===== config.mk =====
export PLATFORM = sky130hd
export DESIGN_NAME = ssg_ctrl
export DESIGN_NICKNAME = d
export VERILOG_FILES = /design/src/rtl/core/ssg_pkg.sv /design/src/rtl/core/ssg_ctrl.sv
export SDC_FILE = /design/constraint.sdc
export NUM_CORES = 1
export LEC_CHECK = 0
export BUFFER_PORTS_ARGS = -buffer_cell sky130_fd_sc_hd__buf_4
export CAP_MARGIN = 20
export CORE_MARGIN = 1.5
export CORE_UTILIZATION = 53
export DETAILED_ROUTE_END_ITERATION = 10
export MAX_ROUTING_LAYER = met4
export PLACE_DENSITY = 0.88
export SETUP_SLACK_MARGIN = 0.02
export SLEW_MARGIN = 40
export SYNTH_ARGS = -nofsm -noshare
export SYNTH_HDL_FRONTEND = slang
export SYNTH_SLANG_ARGS = --single-unit

===== constraint.sdc =====
create_clock -name clk_i -period 2.8 [get_ports clk_i]
set_input_delay 0 -clock clk_i [delete_from_list [all_inputs] [get_ports clk_i]]
set_output_delay 0 -clock clk_i [all_outputs]
set_load 0.02 [all_outputs]

===== src/rtl/core/ssg_pkg.sv =====
// ----------------------------------------------------------------------------
// State space step guard package
// Shared sizes, store offsets, command codes and controller interface types.
// ----------------------------------------------------------------------------
package ssg_pkg;

  localparam int NumStates  = 4;
  localparam int NumInputs  = 2;
  localparam int NumOutputs = 2;
  localparam int NumGuards  = 4;
  localparam int FracBits   = 16;

  localparam int StoreDepth = 64;
  localparam int AddrW      = 6;
  localparam int OfsA  = 0;
  localparam int OfsB  = OfsA + NumStates * NumStates;
  localparam int OfsC  = OfsB + NumStates * NumInputs;
  localparam int OfsD  = OfsC + NumOutputs * NumStates;
  localparam int OfsH  = OfsD + NumOutputs * NumInputs;
  localparam int OfsBv = OfsH + NumGuards * NumStates;
  localparam int OfsU  = OfsBv + NumGuards;
  localparam int OfsX0 = OfsU + NumInputs;

  localparam logic [15:0] StepLimitReset = 16'd1000;

  typedef enum logic [1:0] {
    CMD_WRITE   = 2'd0,
    CMD_RESTART = 2'd1,
    CMD_STEP    = 2'd2,
    CMD_NONE    = 2'd3
  } cmd_e;

  typedef enum logic [1:0] {
    ST_STEPPED = 2'd0,
    ST_CROSSED = 2'd1,
    ST_REFUSED = 2'd2
  } status_e;

  // Which operand the multiplier's second input takes.
  typedef enum logic [1:0] {
    OPB_X   = 2'd0,
    OPB_U   = 2'd1,
    OPB_ONE = 2'd2
  } opb_e;

  // Destination of a finished dot product.
  typedef enum logic [1:0] {
    DST_Y = 2'd0,
    DST_X = 2'd1,
    DST_G = 2'd2
  } dst_e;

  typedef struct packed {
    logic             rd_en;
    logic [AddrW:0]   rd_addr;
    logic             acc_clr;
    logic             mac_en;
    opb_e             opb;
    logic [3:0]       opb_idx;
    logic             acc_neg;
    logic             commit;
    dst_e             dst;
    logic [3:0]       dst_idx;
    logic             x_update;
    logic             load_x0;
  } dp_cmd_t;

  function automatic logic signed [31:0] sat32(input logic signed [33:0] v);
    if (v > 34'sh0_7FFF_FFFF) begin
      return 32'sh7FFF_FFFF;
    end else if (v < -34'sh0_8000_0000) begin
      return 32'sh8000_0000;
    end else begin
      return v[31:0];
    end
  endfunction

endpackage


===== src/rtl/core/ssg_ctrl.sv =====
// ----------------------------------------------------------------------------
// State space step guard controller
// Sequences restarts, dot products and result delivery over the shared MAC.
// ----------------------------------------------------------------------------
module ssg_ctrl (
  input  logic               clk_i,
  input  logic               rst_ni,
  input  logic               in_valid,
  output logic               in_ready,
  input  logic [1:0]         cmd_i,
  input  logic [15:0]        step_limit_i,
  input  logic [3:0]         gnow_i,
  output ssg_pkg::dp_cmd_t   dp_o,
  output logic               out_valid,
  input  logic               out_ready,
  output logic [1:0]         elem_o,
  output logic [3:0]         mask_o,
  output logic [1:0]         status_o,
  output logic               last_o,
  output logic               refused_o
);
  import ssg_pkg::*;

  typedef enum logic [6:0] {
    S_IDLE  = 7'b0000001,
    S_LOADX = 7'b0000010,
    S_LOADU = 7'b0000100,
    S_ISSUE = 7'b0001000,
    S_DRAIN = 7'b0010000,
    S_FIN   = 7'b0100000,
    S_OUT   = 7'b1000000
  } state_e;

  state_e state_q, state_d;
  logic [3:0]  row_q, row_d;
  logic [3:0]  col_q, col_d;
  logic [1:0]  ph_q, ph_d;
  logic [2:0]  cnt_q, cnt_d;
  logic [3:0]  prev_q, prev_d;
  logic [15:0] steps_q, steps_d;
  logic        stop_q, stop_d;
  logic [3:0]  mask_q, mask_d;
  logic        ref_q, ref_d;
  logic [1:0]  elem_q, elem_d;
  logic [3:0]  rows;
  logic [3:0]  ncols;
  logic        ac;
  logic [3:0]  newly;

  assign ac = in_valid && in_ready;

  always_comb begin
    case (ph_q)
      2'd0:    rows = 4'(NumOutputs);
      2'd1:    rows = 4'(NumStates);
      default: rows = 4'(NumGuards);
    endcase
    // Guard rows use NumStates products plus the threshold subtraction.
    ncols = 4'(NumStates + ((ph_q == 2'd2) ? 1 : NumInputs));
  end

  assign newly = gnow_i & ~prev_q;

  always_comb begin
    state_d = state_q;
    row_d = row_q; col_d = col_q; ph_d = ph_q; cnt_d = cnt_q;
    prev_d = prev_q; steps_d = steps_q; stop_d = stop_q;
    mask_d = mask_q; ref_d = ref_q; elem_d = elem_q;
    dp_o = '0;
    dp_o.opb = OPB_X;
    dp_o.dst = DST_Y;
    in_ready = 1'b0;
    case (state_q)
      S_IDLE: begin
        in_ready = 1'b1;
        if (ac) begin
          case (cmd_e'(cmd_i))
            CMD_RESTART: begin
              steps_d = '0; prev_d = '0; stop_d = 1'b0;
              row_d = '0; state_d = S_LOADX;
            end
            CMD_STEP: begin
              if (stop_q || steps_q >= step_limit_i) begin
                stop_d = 1'b1; ref_d = 1'b1; mask_d = '0; elem_d = '0;
                state_d = S_OUT;
              end else begin
                ref_d = 1'b0; row_d = '0; state_d = S_LOADU;
              end
            end
            default: ;
          endcase
        end
      end
      S_LOADX: begin
        dp_o.rd_en = 1'b1;
        dp_o.mac_en = 1'b0;
        dp_o.rd_addr = 7'(OfsX0) + 7'(row_q);
        dp_o.load_x0 = 1'b1;
        dp_o.dst_idx = row_q;
        row_d = row_q + 4'd1;
        if (row_q == 4'(NumStates - 1)) begin
          cnt_d = '0; state_d = S_DRAIN; ph_d = 2'd3;
        end
      end
      S_LOADU: begin
        // Fetch u through the read stage; the datapath latches it by its tag.
        dp_o.rd_en = 1'b1;
        dp_o.mac_en = 1'b1;
        dp_o.rd_addr = 7'(OfsU) + 7'(row_q);
        dp_o.opb = OPB_ONE;
        dp_o.opb_idx = {1'b1, 3'(row_q)};
        row_d = row_q + 4'd1;
        if (row_q == 4'(NumInputs - 1)) begin
          row_d = '0; col_d = '0; ph_d = 2'd0; cnt_d = '0;
          state_d = S_ISSUE;
        end
      end
      S_ISSUE: begin
        dp_o.rd_en = 1'b1;
        dp_o.mac_en = 1'b1;
        dp_o.acc_clr = (col_q == '0);
        dp_o.dst_idx = row_q;
        if (col_q < 4'(NumStates)) begin
          dp_o.opb = OPB_X;
          dp_o.opb_idx = col_q;
          case (ph_q)
            2'd0:    dp_o.rd_addr = 7'(OfsC + 0) + 7'(row_q) * 7'(NumStates) + 7'(col_q);
            2'd1:    dp_o.rd_addr = 7'(OfsA) + 7'(row_q) * 7'(NumStates) + 7'(col_q);
            default: dp_o.rd_addr = 7'(OfsH) + 7'(row_q) * 7'(NumStates) + 7'(col_q);
          endcase
        end else if (ph_q == 2'd2) begin
          dp_o.opb = OPB_ONE;
          dp_o.acc_neg = 1'b1;
          dp_o.rd_addr = 7'(OfsBv) + 7'(row_q);
        end else begin
          dp_o.opb = OPB_U;
          dp_o.opb_idx = col_q - 4'(NumStates);
          if (ph_q == 2'd0) begin
            dp_o.rd_addr = 7'(OfsD) + 7'(row_q) * 7'(NumInputs)
                         + 7'(col_q - 4'(NumStates));
          end else begin
            dp_o.rd_addr = 7'(OfsB) + 7'(row_q) * 7'(NumInputs)
                         + 7'(col_q - 4'(NumStates));
          end
        end
        col_d = col_q + 4'd1;
        if (col_q == ncols - 4'd1) begin
          dp_o.commit = 1'b1;
          case (ph_q)
            2'd0:    dp_o.dst = DST_Y;
            2'd1:    dp_o.dst = DST_X;
            default: dp_o.dst = DST_G;
          endcase
          col_d = '0;
          row_d = row_q + 4'd1;
          if (row_q == rows - 4'd1) begin
            cnt_d = '0; state_d = S_DRAIN;
          end
        end
      end
      S_DRAIN: begin
        cnt_d = cnt_q + 3'd1;
        if (cnt_q == 3'd3) begin
          cnt_d = '0;
          row_d = '0; col_d = '0;
          case (ph_q)
            2'd3: state_d = S_IDLE;
            2'd2: state_d = S_FIN;
            2'd1: begin
              // The new state is in place before the guard rows start.
              dp_o.x_update = 1'b1; ph_d = 2'd2; state_d = S_ISSUE;
            end
            default: begin
              ph_d = 2'd1; state_d = S_ISSUE;
            end
          endcase
        end
      end
      S_FIN: begin
        mask_d = newly;
        prev_d = gnow_i;
        steps_d = steps_q + 16'd1;
        if (newly != '0 || (steps_q + 16'd1) >= step_limit_i) begin
          stop_d = 1'b1;
        end
        elem_d = '0;
        state_d = S_OUT;
      end
      S_OUT: begin
        if (out_ready) begin
          if (ref_q || elem_q == 2'(NumStates - 1)) begin
            state_d = S_IDLE;
          end else begin
            elem_d = elem_q + 2'd1;
          end
        end
      end
      default: state_d = S_IDLE;
    endcase
  end

  always_ff @(posedge clk_i or negedge rst_ni) begin
    if (!rst_ni) begin
      state_q <= S_IDLE;
      row_q <= '0; col_q <= '0; ph_q <= '0; cnt_q <= '0;
      prev_q <= '0; steps_q <= '0; stop_q <= 1'b0;
      mask_q <= '0; ref_q <= 1'b0; elem_q <= '0;
    end else begin
      state_q <= state_d;
      row_q <= row_d; col_q <= col_d; ph_q <= ph_d; cnt_q <= cnt_d;
      prev_q <= prev_d; steps_q <= steps_d; stop_q <= stop_d;
      mask_q <= mask_d; ref_q <= ref_d; elem_q <= elem_d;
    end
  end

  assign out_valid = (state_q == S_OUT);
  assign elem_o    = ref_q ? 2'd0 : elem_q;
  assign mask_o    = ref_q ? 4'd0 : mask_q;
  assign status_o  = ref_q ? ST_REFUSED : ((mask_q != '0) ? ST_CROSSED : ST_STEPPED);
  assign last_o    = ref_q || (elem_q == 2'(NumStates - 1));
  assign refused_o = ref_q;
endmodule


After elaboration in Yosys (flattened, before gate mapping)

Cells that the tools add are included.

Register bits after elaboration: 48
Output and inout port bits: 38
Logic and storage cells: 183

Add/subtract/negate cells: 22
Order comparisons: 3
Equality and inequality tests: 35
Mux-type cells: 83
Bitwise operators: 2
Reduce and logical (&&, ||, !) cells: 27

Operator list:

| cell                                                             | count |
|---|---|
| 7-bit two-way mux                                                | 12 |
| 4-bit two-way mux                                                | 16 |
| 7-bit one-hot mux with 7 select lines                            | 1 |
| 16-bit >= comparator                                             | 2 |
| 16-bit two-way mux                                               | 2 |
| 16-bit one-hot mux with 2 select lines                           | 1 |
| 7-bit one-hot mux with 2 select lines                            | 2 |
| 2-bit two-way mux                                                | 12 |
| 4-bit one-hot mux with 2 select lines                            | 3 |
| 6-bit one-hot mux with 2 select lines                            | 2 |
| 8-bit one-hot mux with 3 select lines                            | 1 |
| 6-bit by 4-bit adder with 7-bit output (first input constant)    | 3 |
| 3-bit two-way mux                                                | 7 |
| 2-bit inequality test (second input constant)                    | 10 |
| 4-bit one-hot mux with 5 select lines                            | 1 |
| 16-bit by 1-bit adder with 16-bit output (second input constant) | 1 |
| 5-bit AND reduction                                              | 3 |
| 7-bit by 4-bit adder with 7-bit output                           | 2 |
| 1-bit two-way mux                                                | 14 |
| 2-bit one-hot mux with 3 select lines                            | 2 |
| 3-bit one-hot mux with 4 select lines                            | 1 |
| 4-bit one-hot mux with 3 select lines                            | 1 |
| 6-bit AND reduction                                              | 2 |
| 4-bit nonzero test                                               | 3 |
| other kinds (47)                                                 | 68 |

Longest topological paths before layout

Gate-level depths: netlist (run 1).

Depth in word-level cells: 7
Gate-level depth with buffers: 11
Gate-level depth less buffers: 11

Worst setup path before layout (run 1)

OpenSTA, ideal clock, no wires.

Path type: reg-to-reg
Start: register ph_q[1]
End: register row_q[0]
Library setup time: 128 ps
Arrival: 2487 ps
Data required time: 2672 ps
Setup slack: 186 ps
Stages on the path, launching flop included: 11
Period minus slack after synthesis: 2614 ps
Cells stage by stage: dfrtp_1 -> inv_1 -> nor2_1 -> inv_1 -> ha_1 -> or3b_2 -> nand3_1 -> nand2_1 -> a311o_1 -> a21oi_4 -> mux2_1

Cells in the longest elaborated chain, start to end: 7

Ends and longest elaborated chain:

| item                                        | line            | source |
|---|---|---|
| start, declared                             | ssg_ctrl.sv:37  | `logic [1:0] ph_q, ph_d;` |
| start signal, assigned                      | ssg_ctrl.sv:210 | `row_q <= row_d; col_q <= col_d; ph_q <= ph_d; cnt_q <= cnt_d;` |
| 2-bit == test                               | ssg_ctrl.sv:59  | `ncols = 4'(NumStates + ((ph_q == 2'd2) ? 1 : NumInputs));` |
| 2-bit two-way mux                           | ssg_ctrl.sv:59  |  |
| 3-bit by 2-bit adder with 4-bit output      | ssg_ctrl.sv:59  |  |
| 4-bit by 1-bit subtractor with 4-bit output | ssg_ctrl.sv:147 | `if (col_q == ncols - 4'd1) begin` |
| 4-bit == test                               | ssg_ctrl.sv:147 |  |
| 2-bit inequality test (no line)             | -               |  |
| 6-bit AND reduction (no line)               | -               |  |
| end signal, assigned                        | ssg_ctrl.sv:210 |  |
| end, declared                               | ssg_ctrl.sv:35  | `logic [3:0] row_q, row_d;` |

Every way passes these cells.
A chain may end at the register's enable or synchronous reset.

==> PnR_summary.wiki, run 1 <==
{| class="wikitable"
! Metric !! Value
|-
| Run status || finished, final reports clean
|-
| Part of the power in combinational logic || 0.560
|-
| Clk pwr share || 0.166
|-
| Sw frac || 0.450
|-
| RSZ-0062 raised after global routing || yes
|-
| Leak Pwr || 2.89 nW
|-
| Post-synthesis net count || 665
|-
| FP Rows || 34
|-
| Via count || 4674
|-
| Detail-routed net length per standard cell || 16.9 um
|-
| Initial Util || 0.540
|-
| Register bit count reported by yosys || 48
|-
| TritonCTS Buffers || 5
|-
| Clock transition at the register clock pins on the worst setup and hold paths after CTS || 0.10 ns
|-
| Fraction of layout cells with a size suffix above 1 || 0.202
|-
| Maximum clock skew at final layout || 0.0126 ns
|-
| Top Ports || 64
|-
| Highest achievable clock rate || 0.369 GHz
|-
| Unique cell type count in the Yosys netlist || 64
|-
| Critical setup path kind || register to primary output
|-
| DRC Markers || 0
|-
| Data arrival time of the critical path || 2.71 ns
|-
| Final #Nets || 751
|-
| NetSw || 1.90 mW
|-
| RePlAce Congestion || 0.970
|-
| Relative slew slack || 0.501
|-
| Global route overflow || 0
|-
| Synth Warn # || 0
|-
| Via count of the first global-routing pass || 4629
|-
| Drt total wl || 12.9 mm
|-
| Element type at the critical path start || register
|-
| Core region area || 0.00864 sq mm
|-
| Sinks on the clock net || 48
|-
| Final Cell Area || 0.00574 sq mm
|-
| Maximum clock path buffer count || 2
|-
| Cell count after placement || 742
|-
| Clock tree from TritonCTS || done
|-
| Iteration count of the initial detailed-routing pass || 6
|-
| Post-detailed-route count of antenna-violating nets || 0
|-
| Count of flip-flops with a built-in enable after synthesis || 0
|-
| Number of DRC violations after detailed-routing iteration 0 || 310
|-
| Clock network latency to the later pin of the worst-skew pair || 0.31 ns
|-
| Root cell of the clock tree || sky130_fd_sc_hd__clkbuf_8
|-
| Number of antenna violations at the first check in global routing || 0
|-
| Vert. Die Dim || 96.8 um
|-
| Max-capacitance violation count || 0
|-
| Post-place instance area || 0.00537 sq mm
|-
| Antenna cells || 0
|-
| Port Buffer Count || 63
|-
| DIE WIDTH || 96.8 um
|-
| Global router's overall resource usage || 0.279
|-
| VDD IR-drop max || 0.000666 V
|-
| Netlist Area Pre-Place || 0.00467 sq mm
|-
| Kind of path behind the tightest hold check || input port to register
|-
| Worst slew pin tran || 0.742 ns
|-
| Fraction of registers with async set/reset || 1.00
|-
| Main flop type after synthesis || sky130_fd_sc_hd__dfrtp_1
|-
| Maximum number of pins on one net before global-route repair || 49
|-
| Cells after Synth || 567
|-
| Endpoints failing hold || 0
|-
| Routed via count divided by cell count || 6.13
|-
| Number of slew-limit violations in the final report || 0
|-
| Register share of total power || 0.275
|-
| Critical path endpoint category || primary output
|-
| Final number of setup-violating endpoints || 0
|-
| Area of the die || 0.00938 sq mm
|-
| Estimated wirelength of the detail-placed design || 9.44 mm
|-
| Count of filler cells inserted in the layout || 709
|-
| Depth of the CTS H-tree || 2
|-
| Maximum fanout encountered on the critical timing path || 8
|-
| Min cycle time layout || 2.71 ns
|-
| Register area share after synthesis || 0.258
|-
| First-pass GRT wire length || 21.1 mm
|-
| Final Non-Filler Cells || 762
|-
| Core utilization of the finished layout || 0.664
|-
| Final period utilization || 0.967
|-
| Power density over the cells || 736 mW/mm^2
|-
| Mean cell area of the mapped netlist || 8.23 sq um
|-
| Internal power || 2.32 mW
|-
| Layout-stage area growth over the synthesis result || 22.9%
|-
| Required time reported for the critical path endpoint || 2.80 ns
|}
layout make-up:
cell class,count,area (sq um),area share
clock buffer,5,68.8,0.0120
clock inverter,3,90.1,0.0157
inverter,54,203,0.0353
multi-input combinational,445,3280,0.571
sequential,48,1200,0.210
tap,108,135,0.0236
timing repair buffer,99,759,0.132
metrics by stage:
stage               TNS, ns  hold WS, ns  power (mW)  setup WS, ns
global placement          0       0.0533        3.32         0.181
floorplan                 0       -0.296        2.65         0.186
global route         -0.121       0.0252        4.53        -0.105
finish                    0       0.0211        4.22        0.0934
detailed placement        0       0.0581        3.42       0.00789
CTS                       0       0.0136        4.14        0.0451
worst paths after layout:
check	from	to	slack (ns)	cells past startpoint
setup / recovery	row_q[1]	dp_o[21]	0.09	9
hold / removal	out_ready	state_q[6]	0.02	4
setup reg to reg	steps_q[2]	stop_q	0.11	11
hold reg to reg	cnt_q[2]	cnt_q[2]	0.49	1
max in group asynchronous	rst_ni	steps_q[2]	2.09	2
min in group asynchronous	rst_ni	ph_q[1]	0.24	2
synthesized netlist by cell type (3+ instances only):
master / n / share of area
sky130_fd_sc_hd__a21oi_1: 33 / 0.035
sky130_fd_sc_hd__nand2_1: 51 / 0.041
sky130_fd_sc_hd__o21bai_1: 3 / 0.0048
sky130_fd_sc_hd__nor3_1: 15 / 0.016
sky130_fd_sc_hd__xor2_1: 10 / 0.019
sky130_fd_sc_hd__nor2b_1: 11 / 0.015
sky130_fd_sc_hd__a211o_1: 4 / 0.0075
sky130_fd_sc_hd__a31oi_1: 6 / 0.0080
sky130_fd_sc_hd__clkbuf_1: 12 / 0.0097
sky130_fd_sc_hd__mux2i_1: 4 / 0.0086
sky130_fd_sc_hd__inv_1: 53 / 0.043
sky130_fd_sc_hd__xnor2_1: 14 / 0.026
sky130_fd_sc_hd__o31ai_1: 5 / 0.0080
sky130_fd_sc_hd__o22ai_1: 10 / 0.013
sky130_fd_sc_hd__and2_1: 4 / 0.0054
sky130_fd_sc_hd__nand2b_1: 10 / 0.013
sky130_fd_sc_hd__a221oi_1: 3 / 0.0056
sky130_fd_sc_hd__or3_1: 4 / 0.0054
sky130_fd_sc_hd__nand4_1: 8 / 0.011
sky130_fd_sc_hd__o211ai_1: 3 / 0.0048
sky130_fd_sc_hd__and3_1: 5 / 0.0067
sky130_fd_sc_hd__a21o_1: 6 / 0.0097
sky130_fd_sc_hd__dfrtp_1: 47 / 0.25
sky130_fd_sc_hd__a22o_1: 14 / 0.026
sky130_fd_sc_hd__o221ai_1: 3 / 0.0056
sky130_fd_sc_hd__nor4_1: 5 / 0.0067
sky130_fd_sc_hd__fa_1: 7 / 0.030
sky130_fd_sc_hd__nand3_1: 18 / 0.019
sky130_fd_sc_hd__buf_2: 4 / 0.0043
sky130_fd_sc_hd__nor2_1: 49 / 0.039
sky130_fd_sc_hd__a211oi_1: 10 / 0.016
sky130_fd_sc_hd__o21ai_0: 34 / 0.036
sky130_fd_sc_hd__ha_1: 65 / 0.17
sequential cells by signal (all words and copies together), names as in the netlist:
register	flops
refused_o	1
ph_q	2
prev_q	4
mask_q	4
steps_q	16
stop_q	1
elem_q	2
cnt_q	3
col_q	4
state_q	7
row_q	4
critical path: stages (launching register included):
cell	delay [ns]
sky130_fd_sc_hd__dfrtp_1	0.43
sky130_fd_sc_hd__buf_4	0.19
sky130_fd_sc_hd__ha_1	0.32
sky130_fd_sc_hd__ha_1	0.21
sky130_fd_sc_hd__inv_1	0.08
sky130_fd_sc_hd__fa_1	0.43
sky130_fd_sc_hd__a211oi_1	0.24
sky130_fd_sc_hd__a21oi_1	0.06
sky130_fd_sc_hd__o21ai_0	0.24
sky130_fd_sc_hd__buf_4	0.20
per-layer routing:
layer	global-route usage	vias to the layer above	wire length, um
met5	-	-	0
met4	0.120	0	352
met3	0.0354	34	848
met2	0.463	195	6390
met1	0.341	2248	5310
li1	-	2197	-
power by group through the flow:
stage / combinational, mW / sequential [mW] / clock [mW]
final: 2.36 / 1.16 / 0.700
after global placement: 2.17 / 1.14 / 0
after detailed placement: 2.26 / 1.16 / 0
after global routing: 2.60 / 1.20 / 0.736
after CTS: 2.29 / 1.15 / 0.704
after floorplan: 1.56 / 1.09 / 0
what timing repair did:
item / CTS / global route
hold buffers: 5 / 0
pin swaps: 0 / 5
endpoints found under the setup margin: 5 / 8
resized for setup: 6 / 16
setup buffers: 1 / 6
hold endpoints to repair: 51 / 0
cells by family (layout without fill, tap and decap cells):
| family | Yosys count | after routing | synth area share |
|---|---|---|---|
| xor gates and xnor gates | 24 | 24 | 0.0450 |
| DFF | 48 | 48 | 0.258 |
| buffers and inverters | 74 | 161 | 0.0630 |
| and+or+nand+nor | 191 | 191 | 0.199 |
| AOI/OAI and AO/OA | 151 | 151 | 0.216 |
| adders and majority gates | 72 | 72 | 0.204 |
| muxes | 7 | 7 | 0.0158 |
cell usage in the layout (no fill, tap or decap), drive strengths merged, types with 6 or more instances in the layout:
cell type | Yosys | layout
a22o | 14 | 14
o21ai | 35 | 35
a21o | 6 | 6
buf | 8 | 94
nor3 | 15 | 15
xor2 | 10 | 10
inv | 53 | 53
nand2 | 51 | 51
nor2 | 49 | 49
xnor2 | 14 | 14
dfrtp | 47 | 47
nand3 | 18 | 18
o22ai | 10 | 10
nor2b | 11 | 11
nand4 | 8 | 8
fa | 7 | 7
nand2b | 10 | 10
a31oi | 6 | 6
a21oi | 34 | 34
a211oi | 10 | 10
ha | 65 | 65
No activity file was read; power rests on OpenSTA's default activity.
==> run 2, diff against run 1 <==
--- a/config.mk
+++ b/config.mk
@@ -5,13 +5,13 @@
 export SDC_FILE = /design/constraint.sdc
 export NUM_CORES = 1
 export LEC_CHECK = 0
-export BUFFER_PORTS_ARGS = -buffer_cell sky130_fd_sc_hd__buf_4
 export CAP_MARGIN = 20
 export CORE_MARGIN = 1.5
-export CORE_UTILIZATION = 53
+export CORE_UTILIZATION = 59
 export DETAILED_ROUTE_END_ITERATION = 10
+export DONT_BUFFER_PORTS = 1
 export MAX_ROUTING_LAYER = met4
-export PLACE_DENSITY = 0.88
+export PLACE_DENSITY = 0.89
 export SETUP_SLACK_MARGIN = 0.02
 export SLEW_MARGIN = 40
 export SYNTH_ARGS = -nofsm -noshare
==> run 2 against run 1 <==
Effect of this change:
- total power fell by 7.9%
- clock skew barely moved
- utilization rose by 2.9 points
- worst setup slack got worse by 0.020 ns
- largest power group unchanged
==> PnR_summary.wiki, run 2 (same netlist as run 1, synthesis figures left out) <==
{| class="wikitable"
! Metric !! Value
|-
| Run status || finished, final reports clean
|-
| Leak Pwr || 2.65 nW (-8.3%)
|-
| Source of the worst register-to-register timing path || steps_q[3]
|-
| Clock network latency to the later pin of the worst-skew pair || 0.31 ns (about the same)
|-
| Initial Util || 0.607 (+0.0667)
|-
| Final number of setup-violating endpoints || 0 (unchanged)
|-
| Post-detailed-route count of antenna-violating nets || 0 (unchanged)
|-
| Final worst slack || 0.0731 ns (-0.0204 ns)
|-
| DIE WIDTH || 91.9 um (-5.1%)
|-
| Highest achievable clock rate || 0.367 GHz (-0.75%)
|-
| Relative slew slack || 0.507 (+0.00591)
|-
| Layout-stage area growth over the synthesis result || 14.2%
|-
| Maximum clock path buffer count || 2 (unchanged)
|-
| Root cell of the clock tree || sky130_fd_sc_hd__clkbuf_8
|-
| Clock transition at the register clock pins on the worst setup and hold paths after CTS || 0.10 ns (about the same)
|-
| Data arrival time of the critical path || 2.73 ns (+0.02 ns)
|-
| Cell count after placement || 685 (-7.7%)
|-
| Power density over the cells || 730 mW/mm^2 (-0.89%)
|-
| Estimated wirelength of the detail-placed design || 8.92 mm (-5.6%)
|-
| Kind of path behind the tightest hold check || input port to register
|-
| Max-capacitance violation count || 0 (unchanged)
|-
| RSZ-0062 raised after global routing || yes
|-
| Vert. Die Dim || 91.9 um (-5.1%)
|-
| Top Ports || 64 (unchanged)
|-
| VDD IR-drop max || 0.000661 V (-0.84%)
|-
| Core region area || 0.00769 sq mm (-11%)
|-
| First-pass GRT wire length || 20.3 mm (-3.9%)
|-
| Count of filler cells inserted in the layout || 570 (-20%)
|-
| Detail-routed net length per standard cell || 17.5 um (+3.5%)
|-
| Iteration count of the initial detailed-routing pass || 5 (-1)
|-
| Largest Register || steps_q
|-
| Multi-input gate area || 0.00324 sq mm (-1.0%)
|-
| Number of slew-limit violations in the final report || 0 (unchanged)
|-
| Critical path startpoint || col_q[3]
|-
| DRC Markers || 0 (unchanged)
|-
| Drt total wl || 12.4 mm (-3.7%)
|-
| Critical setup path kind || register to primary output
|-
| Antenna cells || 0 (unchanged)
|-
| Routed via count divided by cell count || 6.39 (+4.2%)
|-
| Most frequent cells in the layout || 62 x sky130_fd_sc_hd__ha_1, 51 x sky130_fd_sc_hd__inv_1, 50 x sky130_fd_sc_hd__nand2_1
|-
| Endpoints failing hold || 0 (unchanged)
|-
| Largest registers in the final layout || steps_q: 16 flops, state_q: 7 flops
|-
| Register share of total power || 0.294 (+0.019)
|-
| Clock tree from TritonCTS || done
|-
| Via count || 4533 (-3.0%)
|-
| FP Rows || 32 (-5.9%)
|-
| Number of flip-flops in the largest register || 16 (unchanged)
|-
| Sw frac || 0.481 (+0.0309)
|-
| Critical path endpoint category || primary output
|-
| Sinks on the clock net || 48 (unchanged)
|-
| Via count of the first global-routing pass || 4408 (-4.8%)
|-
| Global router's overall resource usage || 0.308 (+0.0291)
|-
| Internal power || 2.02 mW (-13%)
|-
| Most common cell after layout, fill and taps aside || sky130_fd_sc_hd__ha_1
|-
| Final #Nets || 704 (-6.3%)
|-
| Maximum fanout encountered on the critical timing path || 5 (-3)
|-
| Fraction of layout cells with a size suffix above 1 || 0.127 (-0.0750)
|-
| Worst slew pin tran || 0.733 ns (-0.00942 ns)
|-
| Number of antenna violations at the first check in global routing || 0 (unchanged)
|-
| DP Worst Slack || 0.00874 ns (+0.000858 ns)
|-
| Final Non-Filler Cells || 709 (-7.0%)
|-
| Final period utilization || 0.974 (+0.00727)
|-
| Core utilization of the finished layout || 0.693 (+0.0289)
|-
| Min-Delay Startpoint || out_ready
|-
| NetSw || 1.87 mW (-1.6%)
|-
| Port Buffer Count || 0 (-100%)
|-
| Element type at the critical path start || register
|-
| Depth of the CTS H-tree || 2 (unchanged)
|-
| Maximum clock skew at final layout || 0.0129 ns (+0.000311 ns)
|-
| Part of the power in combinational logic || 0.570 (+0.010)
|-
| Min cycle time layout || 2.73 ns (+0.0204 ns)
|-
| Number of DRC violations after detailed-routing iteration 0 || 315 (+1.6%)
|-
| Clk pwr share || 0.136 (-0.030)
|-
| RePlAce Congestion || 0.984 (+1.4%)
|-
| Seq. cell area || 0.00121 sq mm (+0.21%)
|-
| Global route overflow || 0 (unchanged)
|-
| Required time reported for the critical path endpoint || 2.80 ns (about the same)
|-
| Maximum number of pins on one net before global-route repair || 49 (unchanged)
|-
| TritonCTS Buffers || 5 (unchanged)
|-
| Area of the die || 0.00845 sq mm (-9.9%)
|}
run 2: cell type report:
cell class / count / area share
Clock buffer: 5 / 0.0129
Tap cell: 102 / 0.0239
Multi-Input combinational cell: 445 / 0.608
Sequential cell: 48 / 0.227
Clock inverter: 3 / 0.00892
Timing Repair Buffer: 52 / 0.0812
Inverter: 54 / 0.0380
run 2: stage by stage:
stage | power (mW) | TNS (ns) | hold slack (ns) | instance area (sq um)
2_1_floorplan | 2.65 | 0 | -0.296 | 4670
3_3_place_gp | 3.11 | 0 | -0.294 | 4980
3_5_place_dp | 3.21 | 0 | -0.295 | 4980
4_1_cts | 3.79 | 0 | 0.0128 | 5260
5_1_grt | 4.18 | -0.00937 | 0.0145 | 5330
6_report | 3.89 | 0 | 0.0111 | 5330
run 2: worst max-delay path: stages, from the launching register on:
cell,delay (ns)
sky130_fd_sc_hd__dfrtp_1,0.38
sky130_fd_sc_hd__inv_2,0.09
sky130_fd_sc_hd__ha_4,0.30
sky130_fd_sc_hd__inv_1,0.07
sky130_fd_sc_hd__ha_4,0.29
sky130_fd_sc_hd__inv_1,0.07
sky130_fd_sc_hd__fa_1,0.47
sky130_fd_sc_hd__inv_1,0.08
sky130_fd_sc_hd__a21oi_1,0.06
sky130_fd_sc_hd__o21ai_0,0.14
sky130_fd_sc_hd__o21ai_0,0.10
sky130_fd_sc_hd__o22ai_1,0.20
sky130_fd_sc_hd__buf_4,0.18
run 2: power groups by stage:
stage / logic (mW) / registers [mW] / clock network (mW)
6_report: 2.22 / 1.14 / 0.528
5_1_grt: 2.45 / 1.18 / 0.556
4_1_cts: 2.12 / 1.14 / 0.531
3_5_place_dp: 2.07 / 1.15 / 0
3_3_place_gp: 1.98 / 1.13 / 0
2_1_floorplan: 1.56 / 1.09 / 0
run 2: metal layers:
metal / global-route usage / up-vias / wire (um)
li1: - / 2105 / -
met1: 0.383 / 2152 / 5170
met2: 0.489 / 234 / 5870
met3: 0.0589 / 42 / 1010
met4: 0.133 / 0 / 369
met5: - / - / 0
run 2: what timing repair did:
item	in CTS	in global routing
endpoints found under the hold margin	59	0
endpoints found under the setup margin	5	5
hold buffers	10	0
pin swaps	0	0
gates resized for setup	5	12
buffers inserted	1	5
run 2: final timing paths:
| check | endpoint | slack [ns] | cells past startpoint |
|---|---|---|---|
| min in group asynchronous | col_q[2] | 0.18 | 2 |
| max | dp_o[24] | 0.07 | 12 |
| min reg2reg | cnt_q[2] | 0.50 | 1 |
| min | elem_q[0] | 0.01 | 2 |
| max in group asynchronous | state_q[0] | 2.32 | 2 |
| max reg2reg | stop_q | 0.13 | 11 |
==> run 3, diff against run 2 <==
--- a/config.mk
+++ b/config.mk
@@ -6,12 +6,11 @@
 export NUM_CORES = 1
 export LEC_CHECK = 0
 export CAP_MARGIN = 20
-export CORE_MARGIN = 1.5
-export CORE_UTILIZATION = 59
+export CORE_UTILIZATION = 60
 export DETAILED_ROUTE_END_ITERATION = 10
 export DONT_BUFFER_PORTS = 1
 export MAX_ROUTING_LAYER = met4
-export PLACE_DENSITY = 0.89
+export PLACE_DENSITY = 0.87
 export SETUP_SLACK_MARGIN = 0.02
 export SLEW_MARGIN = 40
 export SYNTH_ARGS = -nofsm -noshare
==> constraint.sdc (replaced) <==
create_clock -name clk_i -period 3.31 [get_ports clk_i]
set_input_delay 0 -clock clk_i [delete_from_list [all_inputs] [get_ports clk_i]]
set_output_delay 0 -clock clk_i [all_outputs]
set_load 0.02 [all_outputs]
==> run 3 against run 2 <==
Effect of this change:
- sequential share of layout area increased by 0.81 points
- final cell count shrank 3.9%
- design area fell by 3.9%
- global-route usage is 2.1 points higher
- clock skew is 0.0020 ns lower
- worst hold slack better by 0.0021 ns
- utilization grew 0.20 points
- wire length is 1.7% higher
- total power decreased by 15%
- sequential power down 11%
- via count is 2.5% lower
==> PnR_summary.wiki, run 3 (same netlist as run 1, synthesis figures left out) <==
{| class="wikitable"
! Metric !! Value
|-
| Run status || finished, final reports clean
|-
| Data arrival time of the critical path || 3.45 ns (+0.72 ns)
|-
| Maximum clock skew at final layout || 0.0109 ns (-0.00198 ns)
|-
| Source of the worst register-to-register timing path || state_q[3]
|-
| Number of slew-limit violations in the final report || 0 (unchanged)
|-
| Global router's overall resource usage || 0.329 (+0.0215)
|-
| Top Ports || 64 (unchanged)
|-
| Register share of total power || 0.304 (+0.010)
|-
| Layout-stage area growth over the synthesis result || 9.79%
|-
| DRC Markers || 0 (unchanged)
|-
| Largest registers in the final layout || steps_q: 16 flops, state_q: 7 flops
|-
| Min cycle time layout || 3.23 ns
|-
| Capture point of the worst path || stop_q
|-
| Endpoints failing hold || 0 (unchanged)
|-
| Most Crowded Layer GR || met2
|-
| Relative slew slack || 0.477 (-0.0306)
|-
| Global route overflow || 0 (unchanged)
|-
| Largest Register || steps_q
|-
| Clock transition at the register clock pins on the worst setup and hold paths after CTS || 0.10 ns (about the same)
|-
| Routed via count divided by cell count || 6.49 (+1.5%)
|-
| DIE WIDTH || 90.2 um (-1.9%)
|-
| Root cell of the clock tree || sky130_fd_sc_hd__clkbuf_8
|-
| Vert. Die Dim || 90.2 um (-1.9%)
|-
| Most common cell after layout, fill and taps aside || sky130_fd_sc_hd__ha_1
|-
| Clock tree from TritonCTS || done
|-
| NetSw || 1.60 mW (-14%)
|-
| TritonCTS Buffers || 5 (unchanged)
|-
| Number of flip-flops in the largest register || 16 (unchanged)
|-
| Worst Hold Margin || 0.0132 ns (+0.00209 ns)
|-
| Via count of the first global-routing pass || 4374 (-0.77%)
|-
| Number of antenna violations at the first check in global routing || 0 (unchanged)
|-
| Power density over the cells || 646 mW/mm^2 (-12%)
|-
| Estimated wirelength of the detail-placed design || 9.22 mm (+3.4%)
|-
| Final #Nets || 679 (-3.6%)
|-
| Drt total wl || 12.6 mm (+1.7%)
|-
| Clk pwr share || 0.160 (+0.024)
|-
| Worst slew pin tran || 0.779 ns (+0.0462 ns)
|-
| Worst-case reg-to-reg path depth || 9 (-2)
|-
| Global-route met3 utilization || 0.0440 (-0.0149)
|-
| Slack of the worst reg-to-reg path || 0.08 ns (-0.05 ns)
|-
| Antenna cells || 0 (unchanged)
|-
| Largest incremental delay on the critical path || 0.59 ns (+0.12 ns)
|-
| Core region area || 0.00737 sq mm (-4.1%)
|-
| Maximum fanout encountered on the critical timing path || 21 (+16)
|-
| Part of the power in combinational logic || 0.536 (-0.034)
|-
| Aggregate negative setup slack || 0 ns (unchanged)
|-
| Global routing met2 resource utilization || 0.519 (+0.0302)
|-
| Clock network latency to the later pin of the worst-skew pair || 0.32 ns (about the same)
|-
| Sw frac || 0.485 (+0.00420)
|-
| Depth of the CTS H-tree || 2 (unchanged)
|-
| Element type at the critical path start || register
|-
| Most frequent cells in the layout || 65 x sky130_fd_sc_hd__ha_1, 53 x sky130_fd_sc_hd__inv_1, 51 x sky130_fd_sc_hd__nand2_1
|-
| Sinks on the clock net || 48 (unchanged)
|-
| Area of the die || 0.00814 sq mm (-3.8%)
|-
| Via count || 4418 (-2.5%)
|-
| RePlAce Congestion || 0.953 (-3.1%)
|-
| Internal power || 1.70 mW (-16%)
|-
| Count of filler cells inserted in the layout || 562 (-1.4%)
|-
| Slowest library cell on the worst path || sky130_fd_sc_hd__dlygate4sd3_1
|-
| Critical setup path kind || register to register
|-
| Initial Util || 0.633 (+0.0262)
|-
| Leak Pwr || 2.51 nW (-5.3%)
|-
| Post-detailed-route count of antenna-violating nets || 0 (unchanged)
|-
| Max-capacitance violation count || 0 (unchanged)
|-
| FP Rows || 31 (-3.1%)
|-
| # Post-CTS Setup Buffers || 0 (-1)
|-
| Maximum clock path buffer count || 2 (unchanged)
|-
| Critical path startpoint || state_q[3]
|-
| Number of DRC violations after detailed-routing iteration 0 || 442 (+40%)
|-
| Fraction of layout cells with a size suffix above 1 || 0.0653 (-0.0616)
|-
| VDD IR-drop max || 0.000367 V (-44%)
|-
| Maximum number of pins on one net before global-route repair || 49 (unchanged)
|-
| First-pass GRT wire length || 21.1 mm (+4.2%)
|-
| Kind of path behind the tightest hold check || input port to register
|-
| Final number of setup-violating endpoints || 0 (unchanged)
|-
| Detail-routed net length per standard cell || 18.6 um (+5.9%)
|-
| Final period utilization || 0.976
|-
| RSZ-0062 raised after global routing || yes
|-
| Iteration count of the initial detailed-routing pass || 6 (+1)
|-
| Highest achievable clock rate || 0.310 GHz
|-
| End of the worst register-to-register path || stop_q
|-
| Met1 Resource Use GR || 0.443 (+0.0599)
|-
| Port Buffer Count || 0 (unchanged)
|-
| Cell-by-cell trace of the critical path || or3_4, nor4b_4, buf_6, nor2_1, o31ai_1, dlygate4sd3_1, o221ai_1, dlygate4sd3_1, a211oi_1
|-
| Most frequent CP cell || sky130_fd_sc_hd__dlygate4sd3_1
|-
| Critical path endpoint category || register
|-
| Required time reported for the critical path endpoint || 3.53 ns (+0.73 ns)
|}
run 3: changes by cell type in the layout (fill, tap and decap cells not counted), moves of 3 or more:
cell	before	now
sky130_fd_sc_hd__buf_4	42	15
sky130_fd_sc_hd__dfrtp_1	43	47
sky130_fd_sc_hd__dfrtp_2	4	0
sky130_fd_sc_hd__ha_1	62	65
run 3: worst max-delay path: cells and delay by family, from the launching register on:
kind | cells | cell delay [ns]
AO/OA/AOI/OAI | 3 | 0.33
flip-flops | 1 | 0.49
buffers and inverters | 3 | 1.44
AND/OR/NAND/NOR | 3 | 0.88
run 3: worst min-delay path by stage:
| stage | startpoint | end | slack [ns] | depth (start not counted) |
|---|---|---|---|---|
| CTS | out_ready | elem_q[0] | 0.004 | 2 |
| floorplan | rst_ni | cnt_q[0] | -0.30 | 0 |
| finish | out_ready | elem_q[0] | 0.01 | 2 |
| global route | out_ready | elem_q[0] | 0.05 | 2 |
| detailed placement | rst_ni | cnt_q[1] | -0.29 | 0 |
| global placement | rst_ni | cnt_q[1] | -0.29 | 0 |
run 3: area by class of cell:
type | count | area (sq um) | area share
Multi-Input combinational cell | 445 | 3210 | 0.626
Sequential cell | 48 | 1200 | 0.235
Timing Repair Buffer | 27 | 251 | 0.0491
Inverter | 54 | 203 | 0.0396
Tap cell | 99 | 124 | 0.0242
Clock buffer | 5 | 68.8 | 0.0134
Clock inverter | 3 | 68.8 | 0.0134
run 3: repair_timing:
item / 4_1_cts / 5_1_grt
hold endpoints to repair: 59 / 0
hold buffers: 11 / 0
gates resized for setup: 0 / 3
setup endpoints to repair: 0 / 2
run 3: metal layers:
layer  up-vias  share of wire
met5         -              0
met4         0          0.025
met3        44          0.080
met2       215           0.47
met1      2102           0.43
li1       2057              -
run 3: power by group through the flow:
stage | registers, mW | logic (mW) | clock network, mW
after detailed placement | 1.00 | 1.66 | 0
after floorplan | 0.924 | 1.32 | 0
final | 1.01 | 1.77 | 0.529
after global placement | 0.993 | 1.59 | 0
after global routing | 1.03 | 1.96 | 0.543
after CTS | 0.994 | 1.71 | 0.525
run 3: stage by stage:
stage	instances	utilization	power (mW)	instance area, sq um	setup WS (ns)
2_1_floorplan	567	-	2.25	4670	0.696
3_3_place_gp	662	0.655	2.58	4830	0.622
3_5_place_dp	662	0.655	2.66	4830	0.538
4_1_cts	681	0.691	3.23	5090	0.0766
5_1_grt	681	0.695	3.54	5120	0.00646
6_report	681	0.695	3.31	5120	0.0810
